<file path="src/hw/rtl/ufsr_pkg.sv">
`timescale 1ns / 1ps
`default_nettype none

package ufsr_pkg;

   // Field and datapath widths
   localparam int DEN_BITS  = 16;
   localparam int SUM_BITS  = 32;
   localparam int IN_BITS   = 16;
   localparam int OUT_BITS  = 32;
   localparam int ST_BITS   = 2;
   // num*dp + denp needs one bit beyond the product
   localparam int WIDE_BITS = SUM_BITS + DEN_BITS + 1;
   localparam int PROD_BITS = SUM_BITS + DEN_BITS;
   localparam int CNT_BITS  = $clog2(WIDE_BITS + 1);
   localparam int K_BITS    = $clog2(WIDE_BITS);

   // Result status codes
   localparam logic [ST_BITS-1:0] STATUS_OK   = 2'd0;
   localparam logic [ST_BITS-1:0] STATUS_OVF  = 2'd1;
   localparam logic [ST_BITS-1:0] STATUS_ZERO = 2'd2;

   // GCD operand selection
   localparam logic GCD_G1 = 1'b0;   // gcd(den, d)
   localparam logic GCD_G2 = 1'b1;   // gcd(den, num*dp + denp)

   // Divider operand selection
   localparam logic [1:0] DIV_DP   = 2'd0;   // d / g1
   localparam logic [1:0] DIV_DENP = 2'd1;   // den / g1
   localparam logic [1:0] DIV_QN   = 2'd2;   // sum / g2
   localparam logic [1:0] DIV_QD   = 2'd3;   // den / g2

   typedef struct packed {
      logic       load_req;
      logic       gcd_start;
      logic       gcd_latch;
      logic       gcd_op;
      logic       div_start;
      logic       div_latch;
      logic [1:0] div_op;
      logic       calc_sum;
      logic       calc_prod;
      logic       commit;
      logic       set_zero;
      logic       set_ovf;
      logic       emit;
   } ufsr_cmd_type;

   typedef struct packed {
      logic gcd_done;
      logic div_done;
      logic d_zero;
      logic err_pending;
      logic last;
      logic overflow;
      logic out_free;
   } ufsr_stat_type;

endpackage

`default_nettype wire

</file>
<file path="src/hw/rtl/ufsr_div.sv">
`timescale 1ns / 1ps
`default_nettype none

module ufsr_div (
   input  wire logic                          clock,
   input  wire logic                          reset,
   input  wire logic                          start,
   input  wire logic [ufsr_pkg::WIDE_BITS-1:0] dividend,
   input  wire logic [ufsr_pkg::SUM_BITS-1:0]  divisor,
   output logic                               done,
   output logic [ufsr_pkg::WIDE_BITS-1:0]     quotient
);
   import ufsr_pkg::*;

   logic [WIDE_BITS-1:0] quo_ff, quo_in;
   logic [SUM_BITS-1:0]  rem_ff, rem_in;
   logic [SUM_BITS-1:0]  dv_ff, dv_in;
   logic [CNT_BITS-1:0]  cnt_ff, cnt_in;
   logic                 busy_ff, busy_in;
   logic                 done_ff, done_in;

   logic [SUM_BITS:0]    shifted;
   logic                 take;

   // Restoring division, one quotient bit per cycle
   always_comb begin
      shifted = {rem_ff, quo_ff[WIDE_BITS-1]};
      take    = shifted >= {1'b0, dv_ff};
      quo_in  = quo_ff;
      rem_in  = rem_ff;
      dv_in   = dv_ff;
      cnt_in  = cnt_ff;
      busy_in = busy_ff;
      done_in = 1'b0;
      if (start) begin
         quo_in  = dividend;
         rem_in  = '0;
         dv_in   = divisor;
         cnt_in  = CNT_BITS'(WIDE_BITS);
         busy_in = 1'b1;
      end else if (busy_ff) begin
         rem_in = take ? SUM_BITS'(shifted - {1'b0, dv_ff}) : SUM_BITS'(shifted);
         quo_in = {quo_ff[WIDE_BITS-2:0], take};
         cnt_in = cnt_ff - 1'b1;
         if (cnt_ff == CNT_BITS'(1)) begin
            busy_in = 1'b0;
            done_in = 1'b1;
         end
      end
   end

   always_ff @(posedge clock) begin
      quo_ff <= quo_in;
      rem_ff <= rem_in;
      dv_ff  <= dv_in;
      if (reset) begin
         cnt_ff  <= '0;
         busy_ff <= 1'b0;
         done_ff <= 1'b0;
      end else begin
         cnt_ff  <= cnt_in;
         busy_ff <= busy_in;
         done_ff <= done_in;
      end
   end

   assign done     = done_ff;
   assign quotient = quo_ff;

endmodule

`default_nettype wire

</file>
<file path="src/hw/rtl/ufsr_gcd.sv">
`timescale 1ns / 1ps
`default_nettype none

module ufsr_gcd (
   input  wire logic                          clock,
   input  wire logic                          reset,
   input  wire logic                          start,
   input  wire logic [ufsr_pkg::WIDE_BITS-1:0] op_a,
   input  wire logic [ufsr_pkg::WIDE_BITS-1:0] op_b,
   output logic                               done,
   output logic [ufsr_pkg::SUM_BITS-1:0]      result
);
   import ufsr_pkg::*;

   logic [WIDE_BITS-1:0] a_ff, a_in;
   logic [WIDE_BITS-1:0] b_ff, b_in;
   logic [K_BITS-1:0]    k_ff, k_in;
   logic [SUM_BITS-1:0]  res_ff, res_in;
   logic                 busy_ff, busy_in;
   logic                 done_ff, done_in;

   logic                 fin;
   logic [WIDE_BITS-1:0] gsh;

   // Binary GCD: one shift or subtract-and-shift per cycle
   always_comb begin
      fin     = (a_ff == '0) || (b_ff == '0);
      gsh     = (a_ff | b_ff) << k_ff;
      a_in    = a_ff;
      b_in    = b_ff;
      k_in    = k_ff;
      res_in  = res_ff;
      busy_in = busy_ff;
      done_in = 1'b0;
      if (start) begin
         a_in    = op_a;
         b_in    = op_b;
         k_in    = '0;
         busy_in = 1'b1;
      end else if (busy_ff) begin
         if (fin) begin
            // one operand is zero, the other holds the odd part
            res_in  = SUM_BITS'(gsh);
            busy_in = 1'b0;
            done_in = 1'b1;
         end else if (!a_ff[0] && !b_ff[0]) begin
            a_in = a_ff >> 1;
            b_in = b_ff >> 1;
            k_in = k_ff + 1'b1;
         end else if (!a_ff[0]) begin
            a_in = a_ff >> 1;
         end else if (!b_ff[0]) begin
            b_in = b_ff >> 1;
         end else if (a_ff >= b_ff) begin
            a_in = (a_ff - b_ff) >> 1;
         end else begin
            b_in = (b_ff - a_ff) >> 1;
         end
      end
   end

   always_ff @(posedge clock) begin
      a_ff   <= a_in;
      b_ff   <= b_in;
      k_ff   <= k_in;
      res_ff <= res_in;
      if (reset) begin
         busy_ff <= 1'b0;
         done_ff <= 1'b0;
      end else begin
         busy_ff <= busy_in;
         done_ff <= done_in;
      end
   end

   assign done   = done_ff;
   assign result = res_ff;

endmodule

`default_nettype wire

</file>
<file path="src/hw/rtl/ufsr_datapath.sv">
`timescale 1ns / 1ps
`default_nettype none

module ufsr_datapath (
   input  wire logic                         clock,
   input  wire logic                         reset,
   input  wire logic [ufsr_pkg::IN_BITS-1:0] req_term_denominator,
   input  wire logic                         req_last_term,
   input  wire ufsr_pkg::ufsr_cmd_type       cmd,
   output ufsr_pkg::ufsr_stat_type           stat,
   output logic                              rsp_valid,
   input  wire logic                         rsp_stall,
   output logic [ufsr_pkg::OUT_BITS-1:0]     rsp_sum_numerator,
   output logic [ufsr_pkg::OUT_BITS-1:0]     rsp_sum_denominator,
   output logic [ufsr_pkg::ST_BITS-1:0]      rsp_status
);
   import ufsr_pkg::*;

   // Running sum and error
   logic [SUM_BITS-1:0]  num_ff, num_in;
   logic [SUM_BITS-1:0]  den_ff, den_in;
   logic [ST_BITS-1:0]   err_ff, err_in;
   // Current term and intermediate values
   logic [DEN_BITS-1:0]  d_ff;
   logic                 last_ff;
   logic [SUM_BITS-1:0]  g1_ff, g2_ff;
   logic [DEN_BITS-1:0]  dp_ff;
   logic [SUM_BITS-1:0]  denp_ff, qd_ff;
   logic [WIDE_BITS-1:0] nsum_ff, qn_ff;
   logic [PROD_BITS-1:0] prod_ff;
   // Output register
   logic                 rv_ff, rv_in;
   logic [OUT_BITS-1:0]  rnum_ff, rden_ff;
   logic [ST_BITS-1:0]   rst_ff;

   logic [PROD_BITS-1:0] mul_nd;
   logic [PROD_BITS-1:0] mul_qd;
   logic [WIDE_BITS-1:0] gcd_b;
   logic [WIDE_BITS-1:0] div_dividend;
   logic [SUM_BITS-1:0]  div_divisor;
   logic                 gcd_done, div_done;
   logic [SUM_BITS-1:0]  gcd_result;
   logic [WIDE_BITS-1:0] div_quotient;

   assign gcd_b = (cmd.gcd_op == GCD_G1) ? WIDE_BITS'(d_ff) : nsum_ff;

   always_comb begin
      case (cmd.div_op)
         DIV_DP: begin
            div_dividend = WIDE_BITS'(d_ff);
            div_divisor  = g1_ff;
         end
         DIV_DENP: begin
            div_dividend = WIDE_BITS'(den_ff);
            div_divisor  = g1_ff;
         end
         DIV_QN: begin
            div_dividend = nsum_ff;
            div_divisor  = g2_ff;
         end
         default: begin
            div_dividend = WIDE_BITS'(den_ff);
            div_divisor  = g2_ff;
         end
      endcase
   end

   ufsr_gcd u_gcd (
      .clock  (clock),
      .reset  (reset),
      .start  (cmd.gcd_start),
      .op_a   (WIDE_BITS'(den_ff)),
      .op_b   (gcd_b),
      .done   (gcd_done),
      .result (gcd_result)
   );

   ufsr_div u_div (
      .clock    (clock),
      .reset    (reset),
      .start    (cmd.div_start),
      .dividend (div_dividend),
      .divisor  (div_divisor),
      .done     (div_done),
      .quotient (div_quotient)
   );

   assign mul_nd = PROD_BITS'(num_ff) * PROD_BITS'(dp_ff);
   assign mul_qd = PROD_BITS'(qd_ff) * PROD_BITS'(dp_ff);

   always_comb begin
      num_in = num_ff;
      den_in = den_ff;
      err_in = err_ff;
      if (cmd.commit) begin
         num_in = SUM_BITS'(qn_ff);
         den_in = SUM_BITS'(prod_ff);
      end
      if (cmd.set_zero) err_in = STATUS_ZERO;
      if (cmd.set_ovf)  err_in = STATUS_OVF;
      if (cmd.emit) begin
         num_in = '0;
         den_in = SUM_BITS'(1);
         err_in = STATUS_OK;
      end
   end

   always_comb begin
      rv_in = rsp_stall ? rv_ff : 1'b0;
      if (cmd.emit) rv_in = 1'b1;
   end

   always_ff @(posedge clock) begin
      if (cmd.load_req) begin
         d_ff    <= DEN_BITS'(req_term_denominator);
         last_ff <= req_last_term;
      end
      if (cmd.gcd_latch) begin
         if (cmd.gcd_op == GCD_G1) g1_ff <= gcd_result;
         else                      g2_ff <= gcd_result;
      end
      if (cmd.div_latch) begin
         case (cmd.div_op)
            DIV_DP:   dp_ff   <= DEN_BITS'(div_quotient);
            DIV_DENP: denp_ff <= SUM_BITS'(div_quotient);
            DIV_QN:   qn_ff   <= div_quotient;
            default:  qd_ff   <= SUM_BITS'(div_quotient);
         endcase
      end
      if (cmd.calc_sum)  nsum_ff <= WIDE_BITS'(mul_nd) + WIDE_BITS'(denp_ff);
      if (cmd.calc_prod) prod_ff <= mul_qd;
      if (cmd.emit) begin
         rnum_ff <= (err_ff != STATUS_OK) ? '0 : OUT_BITS'(num_ff);
         rden_ff <= (err_ff != STATUS_OK) ? OUT_BITS'(1) : OUT_BITS'(den_ff);
         rst_ff  <= err_ff;
      end
      if (reset) begin
         num_ff <= '0;
         den_ff <= SUM_BITS'(1);
         err_ff <= STATUS_OK;
         rv_ff  <= 1'b0;
      end else begin
         num_ff <= num_in;
         den_ff <= den_in;
         err_ff <= err_in;
         rv_ff  <= rv_in;
      end
   end

   always_comb begin
      stat.gcd_done    = gcd_done;
      stat.div_done    = div_done;
      stat.d_zero      = (d_ff == '0);
      stat.err_pending = (err_ff != STATUS_OK);
      stat.last        = last_ff;
      stat.overflow    = (qn_ff[WIDE_BITS-1:SUM_BITS] != '0)
                      || (prod_ff[PROD_BITS-1:SUM_BITS] != '0);
      stat.out_free    = !rv_ff || !rsp_stall;
   end

   assign rsp_valid           = rv_ff;
   assign rsp_sum_numerator   = rnum_ff;
   assign rsp_sum_denominator = rden_ff;
   assign rsp_status          = rst_ff;

endmodule

`default_nettype wire

</file>
<file path="src/hw/rtl/ufsr_ctrl.sv">
`timescale 1ns / 1ps
`default_nettype none

module ufsr_ctrl (
   input  wire logic                    clock,
   input  wire logic                    reset,
   input  wire logic                    req_valid,
   output logic                         req_stall,
   input  wire ufsr_pkg::ufsr_stat_type stat,
   output ufsr_pkg::ufsr_cmd_type       cmd
);
   import ufsr_pkg::*;

   localparam logic [4:0] S_IDLE      = 5'd0;
   localparam logic [4:0] S_CHECK     = 5'd1;
   localparam logic [4:0] S_G1_WAIT   = 5'd2;
   localparam logic [4:0] S_DP_GO     = 5'd3;
   localparam logic [4:0] S_DP_WAIT   = 5'd4;
   localparam logic [4:0] S_DENP_GO   = 5'd5;
   localparam logic [4:0] S_DENP_WAIT = 5'd6;
   localparam logic [4:0] S_SUM       = 5'd7;
   localparam logic [4:0] S_G2_GO     = 5'd8;
   localparam logic [4:0] S_G2_WAIT   = 5'd9;
   localparam logic [4:0] S_QN_GO     = 5'd10;
   localparam logic [4:0] S_QN_WAIT   = 5'd11;
   localparam logic [4:0] S_QD_GO     = 5'd12;
   localparam logic [4:0] S_QD_WAIT   = 5'd13;
   localparam logic [4:0] S_PROD      = 5'd14;
   localparam logic [4:0] S_COMMIT    = 5'd15;
   localparam logic [4:0] S_FINISH    = 5'd16;
   localparam logic [4:0] S_EMIT      = 5'd17;

   logic [4:0] state_ff, state_in;

   always_comb begin
      cmd       = '0;
      state_in  = state_ff;
      req_stall = 1'b1;
      case (state_ff)
         S_IDLE: begin
            req_stall = 1'b0;
            if (req_valid) begin
               cmd.load_req = 1'b1;
               state_in     = S_CHECK;
            end
         end
         S_CHECK: begin
            // skip the term once the set has an error
            if (stat.err_pending) begin
               state_in = S_FINISH;
            end else if (stat.d_zero) begin
               cmd.set_zero = 1'b1;
               state_in     = S_FINISH;
            end else begin
               cmd.gcd_start = 1'b1;
               cmd.gcd_op    = GCD_G1;
               state_in      = S_G1_WAIT;
            end
         end
         S_G1_WAIT: begin
            cmd.gcd_op = GCD_G1;
            if (stat.gcd_done) begin
               cmd.gcd_latch = 1'b1;
               state_in      = S_DP_GO;
            end
         end
         S_DP_GO: begin
            cmd.div_start = 1'b1;
            cmd.div_op    = DIV_DP;
            state_in      = S_DP_WAIT;
         end
         S_DP_WAIT: begin
            cmd.div_op = DIV_DP;
            if (stat.div_done) begin
               cmd.div_latch = 1'b1;
               state_in      = S_DENP_GO;
            end
         end
         S_DENP_GO: begin
            cmd.div_start = 1'b1;
            cmd.div_op    = DIV_DENP;
            state_in      = S_DENP_WAIT;
         end
         S_DENP_WAIT: begin
            cmd.div_op = DIV_DENP;
            if (stat.div_done) begin
               cmd.div_latch = 1'b1;
               state_in      = S_SUM;
            end
         end
         S_SUM: begin
            cmd.calc_sum = 1'b1;
            state_in     = S_G2_GO;
         end
         S_G2_GO: begin
            cmd.gcd_start = 1'b1;
            cmd.gcd_op    = GCD_G2;
            state_in      = S_G2_WAIT;
         end
         S_G2_WAIT: begin
            cmd.gcd_op = GCD_G2;
            if (stat.gcd_done) begin
               cmd.gcd_latch = 1'b1;
               state_in      = S_QN_GO;
            end
         end
         S_QN_GO: begin
            cmd.div_start = 1'b1;
            cmd.div_op    = DIV_QN;
            state_in      = S_QN_WAIT;
         end
         S_QN_WAIT: begin
            cmd.div_op = DIV_QN;
            if (stat.div_done) begin
               cmd.div_latch = 1'b1;
               state_in      = S_QD_GO;
            end
         end
         S_QD_GO: begin
            cmd.div_start = 1'b1;
            cmd.div_op    = DIV_QD;
            state_in      = S_QD_WAIT;
         end
         S_QD_WAIT: begin
            cmd.div_op = DIV_QD;
            if (stat.div_done) begin
               cmd.div_latch = 1'b1;
               state_in      = S_PROD;
            end
         end
         S_PROD: begin
            cmd.calc_prod = 1'b1;
            state_in      = S_COMMIT;
         end
         S_COMMIT: begin
            // drop the term and flag it if the reduced sum does not fit
            if (stat.overflow) cmd.set_ovf = 1'b1;
            else               cmd.commit  = 1'b1;
            state_in = S_FINISH;
         end
         S_FINISH: begin
            state_in = stat.last ? S_EMIT : S_IDLE;
         end
         S_EMIT: begin
            // hold until the output register can take the result
            if (stat.out_free) begin
               cmd.emit = 1'b1;
               state_in = S_IDLE;
            end
         end
         default: begin
            state_in = S_IDLE;
         end
      endcase
   end

   always_ff @(posedge clock) begin
      if (reset) state_ff <= S_IDLE;
      else       state_ff <= state_in;
   end

endmodule

`default_nettype wire

</file>
<file path="src/hw/rtl/unit_fraction_sum_reducer_unit.sv">
// Unit fraction sum reducer.
// Input channel (req_): one term per item, a denominator d and a last-term
// flag. The block adds 1/d to a running sum kept as a reduced fraction.
// Result channel (rsp_): one item per set, sent after the term that carries
// the last-term flag: reduced numerator, denominator and status (0 ok,
// 1 overflow past the sum width, 2 zero denominator). After an error the rest
// of the set is ignored and the result reads 0/1 with the error status.
// Throughput: one term at a time. A normal term takes two binary GCD runs
// (one subtract or shift a cycle) and four restoring divisions on the
// shared divider, plus sequencing states. A zero or skipped term goes
// straight from the check state to the finish state. A last term also
// passes the emit state; its result goes valid in the cycle where the
// input reopens.
// req_stall is low only while the controller is idle.
// Stall: the result waits in an output register; the block keeps taking terms
// of the next set and only holds if a second result is ready before the
// first one has been taken.
// Reset: synchronous, active high; clears the sum to 0/1, the status to ok
// and drops any pending result.
`timescale 1ns / 1ps
`default_nettype none

module unit_fraction_sum_reducer_unit (
   input  wire logic                         clock,
   input  wire logic                         reset,
   input  wire logic                         req_valid,
   output logic                              req_stall,
   input  wire logic [ufsr_pkg::IN_BITS-1:0] req_term_denominator,
   input  wire logic                         req_last_term,
   output logic                              rsp_valid,
   input  wire logic                         rsp_stall,
   output logic [ufsr_pkg::OUT_BITS-1:0]     rsp_sum_numerator,
   output logic [ufsr_pkg::OUT_BITS-1:0]     rsp_sum_denominator,
   output logic [ufsr_pkg::ST_BITS-1:0]      rsp_status
);
   import ufsr_pkg::*;

   // command and status between sequencer and datapath
   ufsr_cmd_type  cmd;
   ufsr_stat_type stat;

   ufsr_ctrl u_ctrl (
      .clock     (clock),
      .reset     (reset),
      .req_valid (req_valid),
      .req_stall (req_stall),
      .stat      (stat),
      .cmd       (cmd)
   );

   ufsr_datapath u_datapath (
      .clock                (clock),
      .reset                (reset),
      .req_term_denominator (req_term_denominator),
      .req_last_term        (req_last_term),
      .cmd                  (cmd),
      .stat                 (stat),
      .rsp_valid            (rsp_valid),
      .rsp_stall            (rsp_stall),
      .rsp_sum_numerator    (rsp_sum_numerator),
      .rsp_sum_denominator  (rsp_sum_denominator),
      .rsp_status           (rsp_status)
   );

endmodule

`default_nettype wire
</file>
<file path="config.mk">
export PLATFORM = sky130hd
export DESIGN_NAME = unit_fraction_sum_reducer_unit
export DESIGN_NICKNAME = d
export VERILOG_FILES = /design/src/hw/rtl/ufsr_pkg.sv /design/src/hw/rtl/ufsr_div.sv /design/src/hw/rtl/ufsr_gcd.sv /design/src/hw/rtl/ufsr_datapath.sv /design/src/hw/rtl/ufsr_ctrl.sv /design/src/hw/rtl/unit_fraction_sum_reducer_unit.sv
export SDC_FILE = /design/constraint.sdc
export NUM_CORES = 2
export LEC_CHECK = 0
export BUFFER_PORTS_ARGS = -buffer_cell sky130_fd_sc_hd__buf_2
export CORE_MARGIN = 2
export CORE_UTILIZATION = 30
export DETAILED_ROUTE_END_ITERATION = 16
export GPL_ROUTABILITY_DRIVEN = 0
export PLACE_DENSITY_LB_ADDON = 0.25
export RECOVER_POWER = 100
export SYNTH_ARGS = -nofsm -noshare
export SYNTH_HDL_FRONTEND = slang
export SYNTH_SLANG_ARGS = --single-unit
</file>
<file path="constraint.sdc">
create_clock -name clock -period 8.71 [get_ports clock]
set_clock_uncertainty 0.1 [all_clocks]
set_input_delay 0.4355 -clock clock [delete_from_list [all_inputs] [get_ports clock]]
set_output_delay 0.4355 -clock clock [all_outputs]
set_load 0.03 [all_outputs]
</file>
==> results.txt <==
The die is 483.8 um wide. The maximum number of pins on one net before global-route repair is 73. The worst min-delay path startpoint is req_term_denominator[6].

Setup repair after global routing left no endpoint under its margin. The die area came out at roughly 230000 sq um. In this run the critical register-to-register path is captured at u_datapath.prod_ff[47]$_DFFE_PP_. The number of max-cap violations came out at 22. Sequential cells burn 30.2% of the power.

For the pin with the worst max-slew slack, the measured transition is between 4 and 5 ns. The number of core rows is 176. The TritonCTS sink count came out at 703.

The library cell occupying the most area in the post-synthesis netlist is fa_1. The total number of yosys warnings came out at 0. Of the synthesized area, sequential elements account for between 20 and 30%.

The worst register-to-register path has a depth of 22. STA classifies the critical path startpoint as a register. The maximum count of clock buffers along a single path is 3. The number of distinct standard cells referenced by the synthesized netlist came out at 82. Of all nets on the critical path, the largest fanout is 23. The synthesized net count came out at between 8k and 9k. The async set-reset flop share out of synthesis came out at 0%. The clock input transition at the sequential cells of the worst setup and hold paths came out at about 0.060 ns. Data on the critical path arrives at its endpoint at 8.33 ns.

The number of filler instances in the final layout came out at around 24k. The average cell area after synthesis is approximately 9.5 sq um. The switching share of power is 43.99%. The final reports fail on capacitance limit, slew limit. The count of final hold-check violations was 0. The boundary pin count came out at just under 90. The number of antenna violations at the first check in global routing was 13.

The count of unresolved DRC violations after routing came out at 0. The number of search-and-repair iterations in the first detailed-routing pass is 5. The worst register-to-register path begins at u_datapath.dp_ff[3]$_DFFE_PP_. The number of instances resized during post-cts repair came out at 0.

The count of buffers from port buffering came out at 88. The area share of the leading cell type in the synthesized netlist came out at 25.27%. After layout, the minimum clock period comes to 7.958 ns.

The minimum setup slack among reg-to-reg paths came out at about 0.75 ns. STA classifies the critical path endpoint as a register. By area the synthesized netlist is led by fa_1, edfxtp_1, ha_1.

The clock network power share is between 20% and 30%. The starting density of the core came out at 30.10%. The post-detailed-placement half-perimeter wirelength came out at 165900 um. The via count came out at approximately 52k.

Setup violations remaining at the end of the flow were counted as 0. The internal power came out at about 9.4 mW. The headroom to the max-slew limit is -182.2%. The post-synthesis register bit count is 703. The iteration-0 DRC count of the detailed router is 3886. The required time at the worst-slack endpoint is 9.09 ns. The post-CTS repair timing setup buffer count came out at 0.

After layout, the design draws a total of around 17 mW. The share of cells above drive strength 1 is 4.371%. The average wire length per cell after detail routing is 21.43 um. The number of pins with negative max-slew slack in the final report came out at approximately 980. The number of global-route vias before repair is 54.00k. The setup path with the least slack is of type reg2reg. The clock tree from TritonCTS is built. The post-synthesis cell count is between 7k and 8k.

The antenna violation net count after detailed routing came out at 0. For hold timing, the worst endpoint is u_datapath.d_ff[6]$_DFFE_PP_. The instance count along the most critical hold path is 2. The core area is between 200000 and 250000 sq um. In this run the vertical extent of the chip is 483.8 um. After layout, the worst path uses 91.36% of the clock period. The flow ran to the end, but the final reports show violations.

Wires add up to about 220000 um. The total clock buffers created by CTS is 88. The post-synthesis to final-layout area growth came out at 9.777%. The number of flops mapped to enable cells by yosys is 567.

The number of nets in the layout is about 8.5k. CTS placed an instance of clkbuf_16 at the clock tree root. For this run, the leading register cell type out of synthesis is edfxtp_1. The number of H-tree branching levels is 3. The all-layer global routing usage is 18.88%. For the final routed database, the setup TNS stands at 0 ns. At the later pin of the worst-skew pair, clock insertion delay measures ~0.74 ns. The global-route wire length before repair came out at 339600 um.

The worst hold path belongs to the class in2reg. For this run the aggregate overflow at the end of global routing stands at 0. The summed instance area of the synthesized netlist is 69070 sq um. The ratio of total power to cell area is 221.6 nW/um^2.

The achievable frequency came out at around 0.13 GHz. For this design the total switching power over the nets is 7.390 mW. The leakage dissipation is 32.58 nW. The maximum vdd drop is approximately 0.20 mV. The relative contribution of combinational cells to total power is 46.8%. The via-per-instance ratio came out at about 5.
worst max path at each step:
stage | from | end | slack (ns)
3_3_place_gp | u_datapath.dp_ff[2]$_DFFE_PP_ | u_datapath.nsum_ff[48]$_DFFE_PP_ | 1.00
4_1_cts | u_datapath.dp_ff[2]$_DFFE_PP_ | u_datapath.nsum_ff[48]$_DFFE_PP_ | 0.90
2_1_floorplan | u_datapath.u_gcd.a_ff[2]$_DFFE_PP_ | u_datapath.u_gcd.b_ff[10]$_DFFE_PP_ | 1.85
5_1_grt | u_datapath.err_ff[1]$_SDFFE_PP0P_ | u_datapath.u_gcd.a_ff[17]$_DFFE_PP_ | 0.24
6_report | u_datapath.dp_ff[3]$_DFFE_PP_ | u_datapath.prod_ff[47]$_DFFE_PP_ | 0.75
3_5_place_dp | u_datapath.dp_ff[13]$_DFFE_PP_ | u_datapath.prod_ff[38]$_DFFE_PP_ | 0.96
routing by layer:
metal	global-route usage, %	wire [um]
met1	25.30	95920
met2	30.00	100100
met3	3.210	13980
met4	8.105	10020
met5	0	43
registers in the layout, summed over array words and instances, names as in the netlist, 6 cells and up:
name and flops:
u_datapath.u_gcd.b_ff 49, u_datapath.u_div.cnt_ff 6, u_datapath.u_gcd.k_ff 6, u_datapath.g1_ff 32, u_datapath.qn_ff 49, u_datapath.rsp_sum_denominator 32
u_datapath.u_div.dv_ff 32, u_datapath.qd_ff 32, u_datapath.u_div.rem_ff 32, u_datapath.nsum_ff 49, u_datapath.num_ff 32, u_datapath.dp_ff 16
u_datapath.g2_ff 32, u_datapath.u_gcd.a_ff 48, u_datapath.u_gcd.result 32, u_datapath.d_ff 16, u_datapath.u_div.quotient 49, u_datapath.den_ff 32
u_datapath.rsp_sum_numerator 32, u_datapath.denp_ff 32, u_datapath.prod_ff 48
power groups by stage:
stage	Combinational, mW	Sequential [mW]	Clock, mW
2_1_floorplan	5.69	4.67	0
3_3_place_gp	7.70	5.09	0
3_5_place_dp	7.72	5.09	0
4_1_cts	7.77	5.03	3.99
5_1_grt	8.58	5.10	4.12
6_report	7.86	5.07	3.87
cell families (layout without fill, tap and decap cells):
family,Yosys count,in the layout,synth area share (%)
flops,703,703,28.59
compound gates,1085,1085,10.09
xor+xnor,216,216,2.739
other cells,0,13,0
buf+inv,1603,1587,8.759
mux,103,103,1.781
simple gates,2254,2254,15.34
fa+ha+maj,1282,1282,32.70
Yosys cell counts (9+ instances only):
| master | count |
|---|---|
| a311oi_1 | 9 |
| a21oi_1 | 405 |
| a31oi_1 | 46 |
| nand4_1 | 38 |
| nor3_1 | 60 |
| and2_1 | 502 |
| o22ai_1 | 9 |
| xnor2_1 | 157 |
| o21bai_1 | 51 |
| nand2b_1 | 20 |
| xor2_1 | 59 |
| clkbuf_1 | 369 |
| a211oi_1 | 47 |
| dfxtp_1 | 136 |
| a22oi_1 | 14 |
| mux4_2 | 12 |
| o31ai_1 | 25 |
| o21ai_0 | 152 |
| a21o_1 | 104 |
| edfxtp_1 | 567 |
| buf_1 | 9 |
| o31a_1 | 12 |
| fa_1 | 872 |
| mux2i_1 | 52 |
| and3_1 | 20 |
| or2_2 | 11 |
| nand3_1 | 127 |
| nor4_1 | 60 |
| ha_1 | 410 |
| a221oi_1 | 84 |
| o211ai_1 | 29 |
| inv_1 | 1208 |
| buf_2 | 11 |
| nor2_1 | 344 |
| mux2_2 | 39 |
| or3_1 | 17 |
| nor2b_1 | 41 |
| nand2_1 | 985 |
| o21a_1 | 15 |
layout by cell type (no fill, tap or decap), types with 13 or more instances in the layout:
cell type,instances
buf_4,66
a221oi_1,84
o21ai_0,153
and2_0,64
nand2b_1,19
clkbuf_16,88
a21oi_1,404
o21bai_1,51
and2_1,437
o21a_1,15
inv_1,1207
mux2i_1,52
ha_1,410
nor2b_1,40
dlygate4sd3_1,20
nand2_1,984
a211oi_1,47
a22oi_1,14
clkinv_2,13
fa_1,872
o211ai_1,29
or3_1,16
xnor2_1,157
nor2_1,338
nand4_1,38
nor4_1,60
clkbuf_1,120
diode_2,13
nand3_1,127
dfxtp_1,135
o31ai_1,25
a31oi_1,45
and3_1,20
mux2_2,28
xor2_1,59
a21o_1,104
nor3_1,58
edfxtp_1,567
area by class of cell:
cell class	count	area [sq um]	area share, %
Antenna cell	13	32.53	0.04291
Clock buffer	111	2359	3.111
Clock inverter	54	676.9	0.8928
Inverter	1211	4548	5.999
Multi-Input combinational cell	4940	43360	57.18
Sequential cell	703	19750	26.05
Tap cell	3026	3786	4.994
Timing Repair Buffer	211	1311	1.729
timing repair:
item                                    CTS  global route
hold endpoints to repair                 29             0
endpoints found under the setup margin    0             0
hold buffers                             20             0
critical path: stages, from the launching register on:
cell,delay [ns]
edfxtp_1,0.62
clkbuf_1,0.44
buf_4,0.39
nand2_1,0.12
fa_1,0.52
fa_1,0.51
fa_1,0.52
inv_1,0.06
fa_1,0.49
fa_1,0.51
inv_1,0.06
fa_1,0.48
inv_1,0.04
ha_1,0.37
a21oi_1,0.20
o21ai_0,0.22
a221oi_1,0.42
o21ai_0,0.19
a221oi_1,0.47
nor2_1,0.19
a22o_1,0.27
o41ai_1,0.38
xnor2_1,0.13
through the flow:
stage	setup WS [ns]	hold WS, ns	util (%)	cells	instance area, sq um
6_report	0.7523	0.3290	33.04	10269	75820
3_5_place_dp	0.9567	0.3296	31.73	10071	72800
3_3_place_gp	1.004	0.3273	31.73	10071	72800
2_1_floorplan	1.852	0.3215	-	7246	69070
5_1_grt	0.2379	0.2908	33.03	10258	75790
4_1_cts	0.8993	0.2670	33.14	10256	76030
Note: power is estimated with default switching activity, not from simulation.
